==> config.mk <==
export PLATFORM = sky130hd
export DESIGN_NAME = i2c_bit_level_master
export DESIGN_NICKNAME = d
export VERILOG_FILES = /design/src/design/i2cm_pkg.sv /design/src/design/i2cm_front.sv /design/src/design/i2cm_back.sv /design/src/design/i2c_bit_level_master.sv
export SDC_FILE = /design/constraint.sdc
export NUM_CORES = 1
export LEC_CHECK = 0
export ABC_AREA = 0
export BUFFER_PORTS_ARGS = -buffer_cell sky130_fd_sc_hd__buf_4
export CAP_MARGIN = 20
export CELL_PAD_IN_SITES_DETAIL_PLACEMENT = 2
export CELL_PAD_IN_SITES_GLOBAL_PLACEMENT = 2
export CORE_ASPECT_RATIO = 0.9
export CORE_MARGIN = 3
export CORE_UTILIZATION = 31
export DETAILED_ROUTE_END_ITERATION = 12
export PLACE_DENSITY = 0.79
export SLEW_MARGIN = 40
export SYNTH_ARGS = -nofsm -noshare
export SYNTH_HDL_FRONTEND = slang
export SYNTH_SLANG_ARGS = --single-unit
==> constraint.sdc <==
create_clock -name i_clk -period 6.9 [get_ports i_clk]
set_input_delay 1.38 -clock i_clk [delete_from_list [all_inputs] [get_ports i_clk]]
set_output_delay 1.38 -clock i_clk [all_outputs]
set_load 0.03 [all_outputs]
==> src/design/i2cm_pkg.sv <==
// ----------------------------------------------------------------------------
// I2C bit-level master package
// Shared request codes, sequencer phases, reset values and the queued item.
// ----------------------------------------------------------------------------
package i2cm_pkg;

    localparam int QUEUE_DEPTH_DEF = 2;
    localparam int CFG_IDX_W       = 1;

    localparam logic [2:0] REQ_START = 3'd0;
    localparam logic [2:0] REQ_STOP  = 3'd1;
    localparam logic [2:0] REQ_WRITE = 3'd2;
    localparam logic [2:0] REQ_READ  = 3'd3;
    localparam logic [2:0] REQ_WACK  = 3'd4;
    localparam logic [2:0] REQ_TICK  = 3'd5;

    localparam logic [CFG_IDX_W-1:0] CFG_TPU = 1'd0;
    localparam logic [CFG_IDX_W-1:0] CFG_TMO = 1'd1;

    localparam logic [7:0] TPU_RST = 8'd5;
    localparam logic [7:0] TMO_RST = 8'd250;

    localparam logic [3:0] PH_IDLE = 4'd0;
    localparam logic [3:0] PH_ST1  = 4'd1;
    localparam logic [3:0] PH_ST2  = 4'd2;
    localparam logic [3:0] PH_SP1  = 4'd3;
    localparam logic [3:0] PH_SP2  = 4'd4;
    localparam logic [3:0] PH_WA1  = 4'd5;
    localparam logic [3:0] PH_WA2  = 4'd6;
    localparam logic [3:0] PH_WA3  = 4'd7;
    localparam logic [3:0] PH_WB1  = 4'd8;
    localparam logic [3:0] PH_WB2  = 4'd9;
    localparam logic [3:0] PH_WB3  = 4'd10;
    localparam logic [3:0] PH_RB1  = 4'd11;
    localparam logic [3:0] PH_RB2  = 4'd12;
    localparam logic [3:0] PH_RA1  = 4'd13;
    localparam logic [3:0] PH_RA2  = 4'd14;

    typedef struct packed {
        logic       is_tick;
        logic       is_cmd;
        logic [2:0] req_type;
        logic [7:0] tx_byte;
        logic       send_ack;
        logic       sda_in;
    } t_item;

endpackage

==> src/design/i2cm_front.sv <==
// ----------------------------------------------------------------------------
// I2C master front end
// Accepts items, classifies them as tick, command or no-op, and queues them.
// ----------------------------------------------------------------------------
module i2cm_front #(
    parameter int QUEUE_DEPTH = i2cm_pkg::QUEUE_DEPTH_DEF
) (
    input  logic             i_clk,
    input  logic             i_rst_n,
    input  logic             i_valid,
    output logic             o_ready,
    input  logic [2:0]       i_req_type,
    input  logic [7:0]       i_tx_byte,
    input  logic             i_send_ack,
    input  logic             i_sda_in,
    output logic             o_q_valid,
    output i2cm_pkg::t_item  o_q_item,
    input  logic             i_q_pop
);
    import i2cm_pkg::*;

    localparam int PW = (QUEUE_DEPTH > 1) ? $clog2(QUEUE_DEPTH) : 1;
    localparam int CW = $clog2(QUEUE_DEPTH + 1);
    localparam logic [PW-1:0] LAST = PW'(QUEUE_DEPTH - 1);
    localparam logic [CW-1:0] FULL = CW'(QUEUE_DEPTH);

    t_item          r_mem [QUEUE_DEPTH];
    logic [PW-1:0]  r_wr_ptr, r_rd_ptr;
    logic [CW-1:0]  r_count;
    logic           push, pop;
    t_item          item;

    always_comb begin
        item.is_tick  = (i_req_type == REQ_TICK);
        item.is_cmd   = (i_req_type <= REQ_WACK);
        item.req_type = i_req_type;
        item.tx_byte  = i_tx_byte;
        item.send_ack = i_send_ack;
        item.sda_in   = i_sda_in;
    end

    assign o_ready   = (r_count != FULL);
    assign o_q_valid = (r_count != '0);
    assign o_q_item  = r_mem[r_rd_ptr];
    assign push      = i_valid && o_ready;
    assign pop       = i_q_pop && o_q_valid;

    always_ff @(posedge i_clk) begin
        if (push) begin
            r_mem[r_wr_ptr] <= item;
        end
    end

    always_ff @(posedge i_clk) begin
        if (!i_rst_n) begin
            r_wr_ptr <= '0;
            r_rd_ptr <= '0;
            r_count  <= '0;
        end else begin
            if (push) begin
                r_wr_ptr <= (r_wr_ptr == LAST) ? '0 : r_wr_ptr + 1'b1;
            end
            if (pop) begin
                r_rd_ptr <= (r_rd_ptr == LAST) ? '0 : r_rd_ptr + 1'b1;
            end
            if (push && !pop) begin
                r_count <= r_count + 1'b1;
            end else if (pop && !push) begin
                r_count <= r_count - 1'b1;
            end
        end
    end

endmodule

==> src/design/i2cm_back.sv <==
// ----------------------------------------------------------------------------
// I2C master back end
// Bus sequencer that runs one queued item per cycle into an output register while the output is not stalled.
// ----------------------------------------------------------------------------
module i2cm_back (
    input  logic             i_clk,
    input  logic             i_rst_n,
    input  logic             i_q_valid,
    input  i2cm_pkg::t_item  i_q_item,
    output logic             o_q_pop,
    input  logic [7:0]       i_ticks_per_unit,
    input  logic [7:0]       i_ack_timeout,
    output logic             o_valid,
    input  logic             i_ready,
    output logic             o_scl_out,
    output logic             o_sda_out,
    output logic             o_busy_res,
    output logic             o_done_res,
    output logic [7:0]       o_rx_byte,
    output logic             o_ack_failed
);
    import i2cm_pkg::*;

    logic [3:0]  r_phase, n_phase;
    logic [3:0]  r_bit_count, n_bit_count;
    logic [7:0]  r_shift, n_shift;
    logic [11:0] r_delay, n_delay;
    logic [7:0]  r_timeout, n_timeout;
    logic        r_scl, n_scl;
    logic        r_sda, n_sda;
    logic        r_ack_choice, n_ack_choice;
    logic        r_fail, n_fail;
    logic [7:0]  r_rx, n_rx;
    logic        n_done;

    logic        r_out_valid;
    logic        r_out_scl, r_out_sda, r_out_busy, r_out_done, r_out_fail;
    logic [7:0]  r_out_rx;

    logic [11:0] dly1, dly2, dly4, dec;
    logic [7:0]  tpu;
    logic [3:0]  bc1;

    assign tpu  = (i_ticks_per_unit == 8'd0) ? 8'd1 : i_ticks_per_unit;
    assign dly1 = {4'd0, tpu};
    assign dly2 = {3'd0, tpu, 1'b0};
    assign dly4 = {2'd0, tpu, 2'b0};
    assign dec  = (r_delay != 12'd0) ? r_delay - 12'd1 : 12'd0;
    assign bc1  = r_bit_count + 4'd1;

    assign o_q_pop = i_q_valid && (!r_out_valid || i_ready);

    always_comb begin
        n_phase      = r_phase;
        n_bit_count  = r_bit_count;
        n_shift      = r_shift;
        n_delay      = r_delay;
        n_timeout    = r_timeout;
        n_scl        = r_scl;
        n_sda        = r_sda;
        n_ack_choice = r_ack_choice;
        n_fail       = r_fail;
        n_rx         = r_rx;
        n_done       = 1'b0;
        if (i_q_item.is_tick) begin
            if (r_phase == PH_WA3) begin
                if (!i_q_item.sda_in) begin
                    n_scl   = 1'b0;
                    n_phase = PH_IDLE;
                    n_done  = 1'b1;
                end else if (r_timeout >= i_ack_timeout) begin
                    n_fail  = 1'b1;
                    n_scl   = 1'b0;
                    n_sda   = 1'b0;
                    n_phase = PH_SP1;
                    n_delay = dly4;
                end else begin
                    n_timeout = r_timeout + 8'd1;
                end
            end else if (r_phase != PH_IDLE) begin
                n_delay = dec;
                if (dec == 12'd0) begin
                    unique case (r_phase)
                        PH_ST1: begin
                            n_sda = 1'b0; n_phase = PH_ST2; n_delay = dly4;
                        end
                        PH_ST2: begin
                            n_scl = 1'b0; n_phase = PH_IDLE; n_done = 1'b1;
                        end
                        PH_SP1: begin
                            n_scl = 1'b1; n_sda = 1'b1;
                            n_phase = PH_SP2; n_delay = dly4;
                        end
                        PH_SP2: begin
                            n_phase = PH_IDLE; n_done = 1'b1;
                        end
                        PH_WA1: begin
                            n_scl = 1'b1; n_phase = PH_WA2; n_delay = dly1;
                        end
                        PH_WA2: begin
                            n_timeout = 8'd0; n_phase = PH_WA3;
                        end
                        PH_WB1: begin
                            n_scl = 1'b1; n_phase = PH_WB2; n_delay = dly2;
                        end
                        PH_WB2: begin
                            n_scl = 1'b0; n_phase = PH_WB3; n_delay = dly2;
                        end
                        PH_WB3: begin
                            n_bit_count = bc1;
                            if (bc1 >= 4'd8) begin
                                n_phase = PH_IDLE; n_done = 1'b1;
                            end else begin
                                n_sda   = r_shift[7];
                                n_shift = {r_shift[6:0], 1'b0};
                                n_phase = PH_WB1;
                                n_delay = dly2;
                            end
                        end
                        PH_RB1: begin
                            n_scl   = 1'b1;
                            n_shift = {r_shift[6:0], i_q_item.sda_in};
                            n_phase = PH_RB2;
                            n_delay = dly2;
                        end
                        PH_RB2: begin
                            n_bit_count = bc1;
                            n_scl       = 1'b0;
                            n_delay     = dly2;
                            if (bc1 < 4'd8) begin
                                n_phase = PH_RB1;
                            end else begin
                                n_rx    = r_shift;
                                n_sda   = ~r_ack_choice;
                                n_phase = PH_RA1;
                            end
                        end
                        PH_RA1: begin
                            n_scl = 1'b1; n_phase = PH_RA2; n_delay = dly2;
                        end
                        PH_RA2: begin
                            n_scl = 1'b0; n_phase = PH_IDLE; n_done = 1'b1;
                        end
                        default: begin
                            n_phase = PH_IDLE;
                        end
                    endcase
                end
            end
        end else if (i_q_item.is_cmd && r_phase == PH_IDLE) begin
            unique case (i_q_item.req_type)
                REQ_START: begin
                    n_sda = 1'b1; n_scl = 1'b1; n_phase = PH_ST1; n_delay = dly4;
                end
                REQ_STOP: begin
                    n_scl = 1'b0; n_sda = 1'b0; n_phase = PH_SP1; n_delay = dly4;
                end
                REQ_WRITE: begin
                    n_scl       = 1'b0;
                    n_bit_count = 4'd0;
                    n_sda       = i_q_item.tx_byte[7];
                    n_shift     = {i_q_item.tx_byte[6:0], 1'b0};
                    n_phase     = PH_WB1;
                    n_delay     = dly2;
                end
                REQ_READ: begin
                    n_scl        = 1'b0;
                    n_sda        = 1'b1;
                    n_bit_count  = 4'd0;
                    n_shift      = 8'd0;
                    n_ack_choice = i_q_item.send_ack;
                    n_phase      = PH_RB1;
                    n_delay      = dly2;
                end
                default: begin
                    n_fail  = 1'b0;
                    n_sda   = 1'b1;
                    n_phase = PH_WA1;
                    n_delay = dly1;
                end
            endcase
        end
    end

    always_ff @(posedge i_clk) begin
        if (!i_rst_n) begin
            r_phase      <= PH_IDLE;
            r_bit_count  <= 4'd0;
            r_shift      <= 8'd0;
            r_delay      <= 12'd0;
            r_timeout    <= 8'd0;
            r_scl        <= 1'b1;
            r_sda        <= 1'b1;
            r_ack_choice <= 1'b0;
            r_fail       <= 1'b0;
            r_rx         <= 8'd0;
            r_out_valid  <= 1'b0;
        end else begin
            if (o_q_pop) begin
                r_phase      <= n_phase;
                r_bit_count  <= n_bit_count;
                r_shift      <= n_shift;
                r_delay      <= n_delay;
                r_timeout    <= n_timeout;
                r_scl        <= n_scl;
                r_sda        <= n_sda;
                r_ack_choice <= n_ack_choice;
                r_fail       <= n_fail;
                r_rx         <= n_rx;
                r_out_valid  <= 1'b1;
            end else if (i_ready) begin
                r_out_valid  <= 1'b0;
            end
        end
    end

    always_ff @(posedge i_clk) begin
        if (o_q_pop) begin
            r_out_scl  <= n_scl;
            r_out_sda  <= n_sda;
            r_out_busy <= (n_phase != PH_IDLE);
            r_out_done <= n_done;
            r_out_rx   <= n_rx;
            r_out_fail <= n_fail;
        end
    end

    assign o_valid      = r_out_valid;
    assign o_scl_out    = r_out_scl;
    assign o_sda_out    = r_out_sda;
    assign o_busy_res   = r_out_busy;
    assign o_done_res   = r_out_done;
    assign o_rx_byte    = r_out_rx;
    assign o_ack_failed = r_out_fail;

endmodule

==> src/design/i2c_bit_level_master.sv <==
// ----------------------------------------------------------------------------
// I2C bit-level master
// Open-drain SCL/SDA sequencer driven by command and tick transfers.
// ----------------------------------------------------------------------------
// Takes one transfer per clock while the result output is not stalled and
// returns one result per transfer, in order. A transfer is written into a
// QUEUE_DEPTH-entry input queue and leaves it through the bus sequencer,
// which loads the output register as it pops the entry; the result is then
// held on the output ports until it is taken.
// Bus timing counts tick transfers: a delay of n units is n * ticks_per_unit
// ticks (a zero setting acts as one). Write registers only while idle;
// o_cfg_ready is always high.
// ----------------------------------------------------------------------------
module i2c_bit_level_master #(
    parameter int QUEUE_DEPTH = i2cm_pkg::QUEUE_DEPTH_DEF
) (
    input  logic                           i_clk,
    input  logic                           i_rst_n,
    input  logic                           i_in_valid,
    output logic                           o_in_ready,
    input  logic [2:0]                     i_req_type,
    input  logic [7:0]                     i_tx_byte,
    input  logic                           i_send_ack,
    input  logic                           i_sda_in,
    output logic                           o_out_valid,
    input  logic                           i_out_ready,
    output logic                           o_scl_out,
    output logic                           o_sda_out,
    output logic                           o_busy_res,
    output logic                           o_done_res,
    output logic [7:0]                     o_rx_byte,
    output logic                           o_ack_failed,
    input  logic                           i_cfg_valid,
    output logic                           o_cfg_ready,
    input  logic [i2cm_pkg::CFG_IDX_W-1:0] i_cfg_index,
    input  logic [7:0]                     i_cfg_data
);
    import i2cm_pkg::*;

    logic [7:0] r_ticks_per_unit;
    logic [7:0] r_ack_timeout;
    logic       q_valid;
    logic       q_pop;
    t_item      q_item;

    assign o_cfg_ready = 1'b1;

    always_ff @(posedge i_clk) begin
        if (!i_rst_n) begin
            r_ticks_per_unit <= TPU_RST;
            r_ack_timeout    <= TMO_RST;
        end else if (i_cfg_valid) begin
            unique case (i_cfg_index)
                CFG_TPU: r_ticks_per_unit <= i_cfg_data;
                CFG_TMO: r_ack_timeout    <= i_cfg_data;
                default: ;
            endcase
        end
    end

    i2cm_front #(
        .QUEUE_DEPTH (QUEUE_DEPTH)
    ) u_front (
        .i_clk      (i_clk),
        .i_rst_n    (i_rst_n),
        .i_valid    (i_in_valid),
        .o_ready    (o_in_ready),
        .i_req_type (i_req_type),
        .i_tx_byte  (i_tx_byte),
        .i_send_ack (i_send_ack),
        .i_sda_in   (i_sda_in),
        .o_q_valid  (q_valid),
        .o_q_item   (q_item),
        .i_q_pop    (q_pop)
    );

    i2cm_back u_back (
        .i_clk            (i_clk),
        .i_rst_n          (i_rst_n),
        .i_q_valid        (q_valid),
        .i_q_item         (q_item),
        .o_q_pop          (q_pop),
        .i_ticks_per_unit (r_ticks_per_unit),
        .i_ack_timeout    (r_ack_timeout),
        .o_valid          (o_out_valid),
        .i_ready          (i_out_ready),
        .o_scl_out        (o_scl_out),
        .o_sda_out        (o_sda_out),
        .o_busy_res       (o_busy_res),
        .o_done_res       (o_done_res),
        .o_rx_byte        (o_rx_byte),
        .o_ack_failed     (o_ack_failed)
    );

endmodule

# After elaboration in Yosys (flattened, before gate mapping)
# Memories as Yosys holds them, arrays and structs flattened. A register that Yosys moved wholly into a read port is not among the register bits.
# Cells that the tools add are included.
[op_classes]
magnitude_cmp = 4
n_shift = 0
bitwise = 3
mul = 0
n_addsub = 7
div_mod_pow = 0
reduce_logical = 43
mux = 92
eq_ne = 30
[ops]
columns = ["op", "count"]
rows = [
  ["8-bit 2-to-1 mux", 19],
  ["12-bit 2-to-1 mux", 9],
  ["4-bit 2-to-1 mux", 15],
  ["12-bit one-hot mux with 4 select lines", 1],
  ["4-bit one-hot mux with 10 select lines", 1],
  ["1-bit 2-to-1 mux", 35],
  ["8-bit one-hot mux with 2 select lines", 2],
  ["4-bit == test, second input constant", 7],
  ["10-bit one-hot mux with 2 select lines", 1],
  ["4-bit by 3-bit == test with 1-bit output, second input constant", 4],
  ["4-bit one-hot mux with 4 select lines", 1],
  ["2-bit nonzero test", 8],
  ["7-bit AND reduction", 2],
  ["12-bit logical NOT", 1],
  ["12-bit nonzero test", 1],
  ["12-bit by 1-bit subtractor with 12-bit output, second input constant", 1],
  ["5-bit OR reduction", 2],
  ["8-bit by 1-bit adder with 8-bit output, second input constant", 1],
  ["4-bit by 2-bit == test with 1-bit output, second input constant", 2],
  ["8-bit greater-or-equal comparator", 1],
  ["8-bit logical NOT", 1],
  ["2-bit inequality test, second input constant", 4],
  ["1-bit one-hot mux with 2 select lines", 4],
  ["8-bit AND reduction", 1],
  ["other kinds (32)", 55],
]
[word_totals]
mem_bits_rw = 30
mem_count = 1
elab_cells = 202
ff_bits = 82
mem_bits_ro = 0
in_bits = 27
latchBits = 0
[mem_list]
columns = ["memory", "words", "width", "rd", "rd_ports_with_merged_regs", "wr", "line", "source"]
rows = [
  ["u_front.r_mem", 2, 15, 1, 1, 1, "i2cm_front.sv:27", "t_item r_mem [QUEUE_DEPTH];"],
]

# Logic depth before layout (Yosys ltp)
[depth]
word_depth = 9
ltp_mapped = 10
depth_no_buf = 9

# Modules after synthesis
# Synthesis repeated with hierarchy kept, for this count alone.
[hier_totals]
hier_cells = 689
area_unflattened_um2 = 6164.7
[modules_own_cells]
columns = ["module", "n_inst", "seq_area_each_um2", "cells_per_inst", "area_per_inst_um2"]
rows = [
  ["i2cm_back", 1, 1371.3, 542, 4169.0],
  ["i2cm_front", 1, 1001.0, 73, 1336.3],
  ["i2c_bit_level_master", 1, 320.3, 74, 659.4],
]

# Least setup slack after synthesis
# Ideal clock, no wire load.
[synth_path]
path_kind = "input-to-reg"
from = "input i_out_ready"
to = "register u_back.r_timeout[7]"
arrival_time_ns = 2.979
cell_stages = 8
n_path_buf = 0
slack_ns = 3.777
required_ns = 6.756
setup_time_ns = 0.144
cell_sequence = "nor2b_1 -> or2_2 -> inv_1 -> nand4_1 -> or3_1 -> a2111oi_0 -> xnor2_1 -> nor2_1"
[synth_between]
elab_chain_len = 3
[synth_rtl]
columns = ["element", "line", "source"]
rows = [
  ["start: declaration", "i2c_bit_level_master.sv:26", "input logic i_out_ready,"],
  ["1-bit logical OR", "i2cm_back.sv:51", "assign o_q_pop = i_q_valid && (!r_out_valid || i_ready);"],
  ["1-bit logical AND", "i2cm_back.sv:51", ""],
  ["7-bit AND reduction (no line)", "-", ""],
  ["end signal: assignment", "i2cm_back.sv:204", "r_timeout <= n_timeout;"],
  ["end: declaration", "i2cm_back.sv:28", "logic [7:0] r_timeout, n_timeout;"],
]
# No other way between the ends.
# A chain may end at the register's enable or synchronous reset.

# Worst setup path after layout
[layout_path]
from = "register u_back.r_delay[0]"
to = "register u_back.r_out_busy (netlist: u_back.o_busy_res), data pin"
[layout_between]
elab_chain_len = 8
[layout_rtl]
columns = ["element", "line", "source"]
rows = [
  ["start: declaration", "i2cm_back.sv:27", "logic [11:0] r_delay, n_delay;"],
  ["start signal: assignment", "i2cm_back.sv:203", "r_delay <= n_delay;"],
  ["12-bit by 1-bit subtractor with 12-bit output / 12-bit nonzero test (equally long branches)", "i2cm_back.sv:48", "assign dec = (r_delay != 12'd0) ? r_delay - 12'd1 : 12'd0;"],
  ["12-bit 2-to-1 mux *", "i2cm_back.sv:48", ""],
  ["12-bit logical NOT *", "i2cm_back.sv:82", "if (dec == 12'd0) begin"],
  ["4-bit 2-to-1 mux *", "i2cm_back.sv:82", ""],
  ["4-bit 2-to-1 mux *", "i2cm_back.sv:80", "end else if (r_phase != PH_IDLE) begin"],
  ["4-bit 2-to-1 mux *", "i2cm_back.sv:66", "if (r_phase == PH_WA3) begin"],
  ["4-bit 2-to-1 mux *", "i2cm_back.sv:65", "if (i_q_item.is_tick) begin"],
  ["4-bit nonzero test *", "i2cm_back.sv:221", "r_out_busy <= (n_phase != PH_IDLE);"],
  ["end signal: assignment", "i2cm_back.sv:221", ""],
  ["end: declaration", "i2cm_back.sv:37", "logic r_out_scl, r_out_sda, r_out_busy, r_out_done, r_out_fail;"],
]
# Mark *: on every way between the ends. The rest lies on a longest branch, timed or not.

==> impl_metrics.ini <==
[run_status]
outcome = complete, no violations

[synth]
syn_area_per_cell_um2 = 9.011
synth.area.top_cells = dfxtp_1 (22%), edfxtp_1 (20%), nand2_1 (5.0%)
ys_ff_latch = 113
async_reset_ff_share_pct = 0
synth_top_cell_by_area = dfxtp_1
ys_seq_area_share_pct = 42.56
ys.flop_type = dfxtp_1
synthDistinctLibCells = 80
yosysWarnings = 0
syn-num-nets = 742
synth_area_mm2 = 0.006326
syn_inst = 702
synth_edf_count = 43
synth_top_area_share_pct = 22.15

[global_route]
track_usage_pct = 20.29
grt_pass1_vias = 6280
grt_pass1_wl_um = 35610
antenna_found_initial = 0
grt_start_max_net_pins = 45
grt.overflow.total = 0

[critical_path]
cpMaxStageDelayCell = a2111oi_4
cp.required_ns = 7.04
crit_start = u_back.r_delay[0]$_SDFFE_PN0P_
crit_path_cell_trace = inv_1 > ha_1 > or4b_4 > a2bb2oi_2 > a2111oi_4 > o21a_1 > mux2_2 > a21oi_1 > nand4_1
critPathLaunchType = flop
end_kind = flop
critical_path_arrival_ns = 3.62
slowest_delay_ns = 0.65
reg2reg_from = u_back.r_delay[0]$_SDFFE_PN0P_
critical_path_peak_fanout = 8
critical_path_class = reg -> reg

[sta]
hold_violations = 0
worst_pin_slew_ns = 0.8445
slew_headroom_pct = 43.62
skew_ns = 0.009722
holdWs_ns = 0.4497
setup_tns_ns = 0
fin_crit_sh_pct = 50.48
rsz0062_at_grt = false
slew_violations = 0
finalSetupViolCount = 0
max_freq_mhz = 287.1
fin_crit_ns = 3.483

[clock_network]
post-cts-setup-buffer-count = 0
path_clk_slew_ns = 0.06
cts.repair.resized = 0
htree_levels = 4
cts_buffers = 17
cts_root_buf = clkbuf_16
cts.sinks = 113
ctsLongestPathBuffers = 2
cts_tree = built
cts.hold.buffers_added = 0
clkLatencyLatePin_ns = 0.42

[cells_and_area]
nFillCells = 2181
final_common_cell = nand2_1
diodes = 0
fin_nets = 760
drive_above_1_share_pct = 15.96
layout_common_cells = nand2_1 (85), dfxtp_1 (68), nor2_1 (60), a21oi_1 (54), buf_4 (49)
synthToLayoutAreaGrowth_pct = 16.75

[route]
wire_per_inst_um = 22.48
first_pass_iters = 6
ant_nets = 0
drc = 0
initialDrtViolationCount = 404
routed_wl_um = 22100
via_per_inst = 5.851
via_count = 5752

[power_and_ir_drop]
pwr_density_cell_mw_per_mm2 = 502.4
vdd_drop_max_mv = 0.2363
p_leak_nw = 2.658

[hold_path]
hold_class = reg -> reg
hold_start = u_back.r_rx[4]$_SDFFE_PN0P_

[run]
cap_viol_max_count = 0

[floorplan]
rows = 48
ioPinCount = 43
core-area_mm2 = 0.01958
start_util_pct = 32.31
die-area_mm2 = 0.02216
die_w_um = 156.6
fp.dieH_um = 141.5

[placed_design]
gp_congestion = 0.8957
dpl.hpwl_um = 15330
numPortBuffers = 41
## Yosys cell counts (14+ instances only)
cell	instances
nor2_1	60
nand2_1	85
o21ai_0	36
mux2i_1	19
dfxtp_1	70
a21oi_1	54
o211ai_1	20
nand3_1	14
nor3_1	17
clkbuf_1	33
nand4_1	14
edfxtp_1	43
inv_1	20
## logic make-up after synthesis
logic type / synth area share (%)
XOR/XNOR: 2.215
AND/OR/NAND/NOR: 19.66
multiplexers: 5.676
flip-flops: 42.56
adder cells (fa/ha/maj): 2.571
AO/OA/AOI/OAI: 22.39
other: 0.05928
buffers and inverters: 4.865
## per-stage QoR
| step | cell area, µm² | total power (W) | cells | utilization (%) | setup slack (ns) |
|---|---|---|---|---|---|
| 2_1_floorplan | 6326 | 0.002235 | 702 | - | 3.777 |
| 3_3_place_gp | 6782 | 0.002689 | 951 | 34.64 | 3.235 |
| 3_5_place_dp | 6790 | 0.002787 | 951 | 34.68 | 3.098 |
| 4_1_cts | 7375 | 0.003705 | 983 | 37.67 | 3.432 |
| 5_1_grt | 7386 | 0.003941 | 983 | 37.72 | 3.283 |
| 6_report | 7386 | 0.003711 | 983 | 37.72 | 3.417 |
## state kept, by name, summed over array words and instances, names as in the netlist, 8 cells and up, named ones only
register	count
u_front.r_mem	30
u_back.r_delay	12
r_ack_timeout	8
r_ticks_per_unit	8
u_back.o_rx_byte	8
u_back.r_rx	8
u_back.r_shift	8
u_back.r_timeout	8
## critical path: cells and delay by family, from the launching register on
kind,cells,cell delay [ns]
fa+ha+maj,1,0.23
flops,1,0.37
compound gates,4,1.45
simple gates,2,0.64
mux,1,0.38
buf+inv,1,0.13
## power breakdown
part	total, W	switching, W	leakage [nW]	internal (W)
Combinational	0.00182	0.00121	1.39	0.000609
Clock	0.000876	0.000317	0.286	0.000559
Sequential	0.00102	0.000172	0.977	0.000845
## layer usage
| metal | track usage, % | vias up | wire (µm) |
|---|---|---|---|
| met5 | 0 | - | 0 |
| met3 | 3.782 | 23 | 977 |
| li1 | - | 2654 | - |
| met2 | 34.25 | 163 | 10990 |
| met4 | 5.712 | 0 | 336 |
| met1 | 26.57 | 2912 | 9787 |
## layout make-up
type                    instances  area, µm²  area share, %
well taps                     250      312.8          4.235
flip-flops and latches        113       2695          36.49
repair buffers                 49      367.9          4.981
inverters                      21      78.83          1.067
multi-input cells             518       3347          45.32
clock inverters                10      108.9          1.474
clock buffers                  22      475.5          6.437
## worst paths after layout
check	to	cells past startpoint	slack, ns
worst max register to register	u_back.o_busy_res$_DFFE_PP_	9	3.42
worst min-delay path	u_back.r_rx[4]$_SDFFE_PN0P_	2	0.45
worst max-delay path	u_back.o_busy_res$_DFFE_PP_	9	3.42
worst min register to register	u_back.r_rx[4]$_SDFFE_PN0P_	2	0.45
Note: power is estimated with default switching activity, not from simulation.
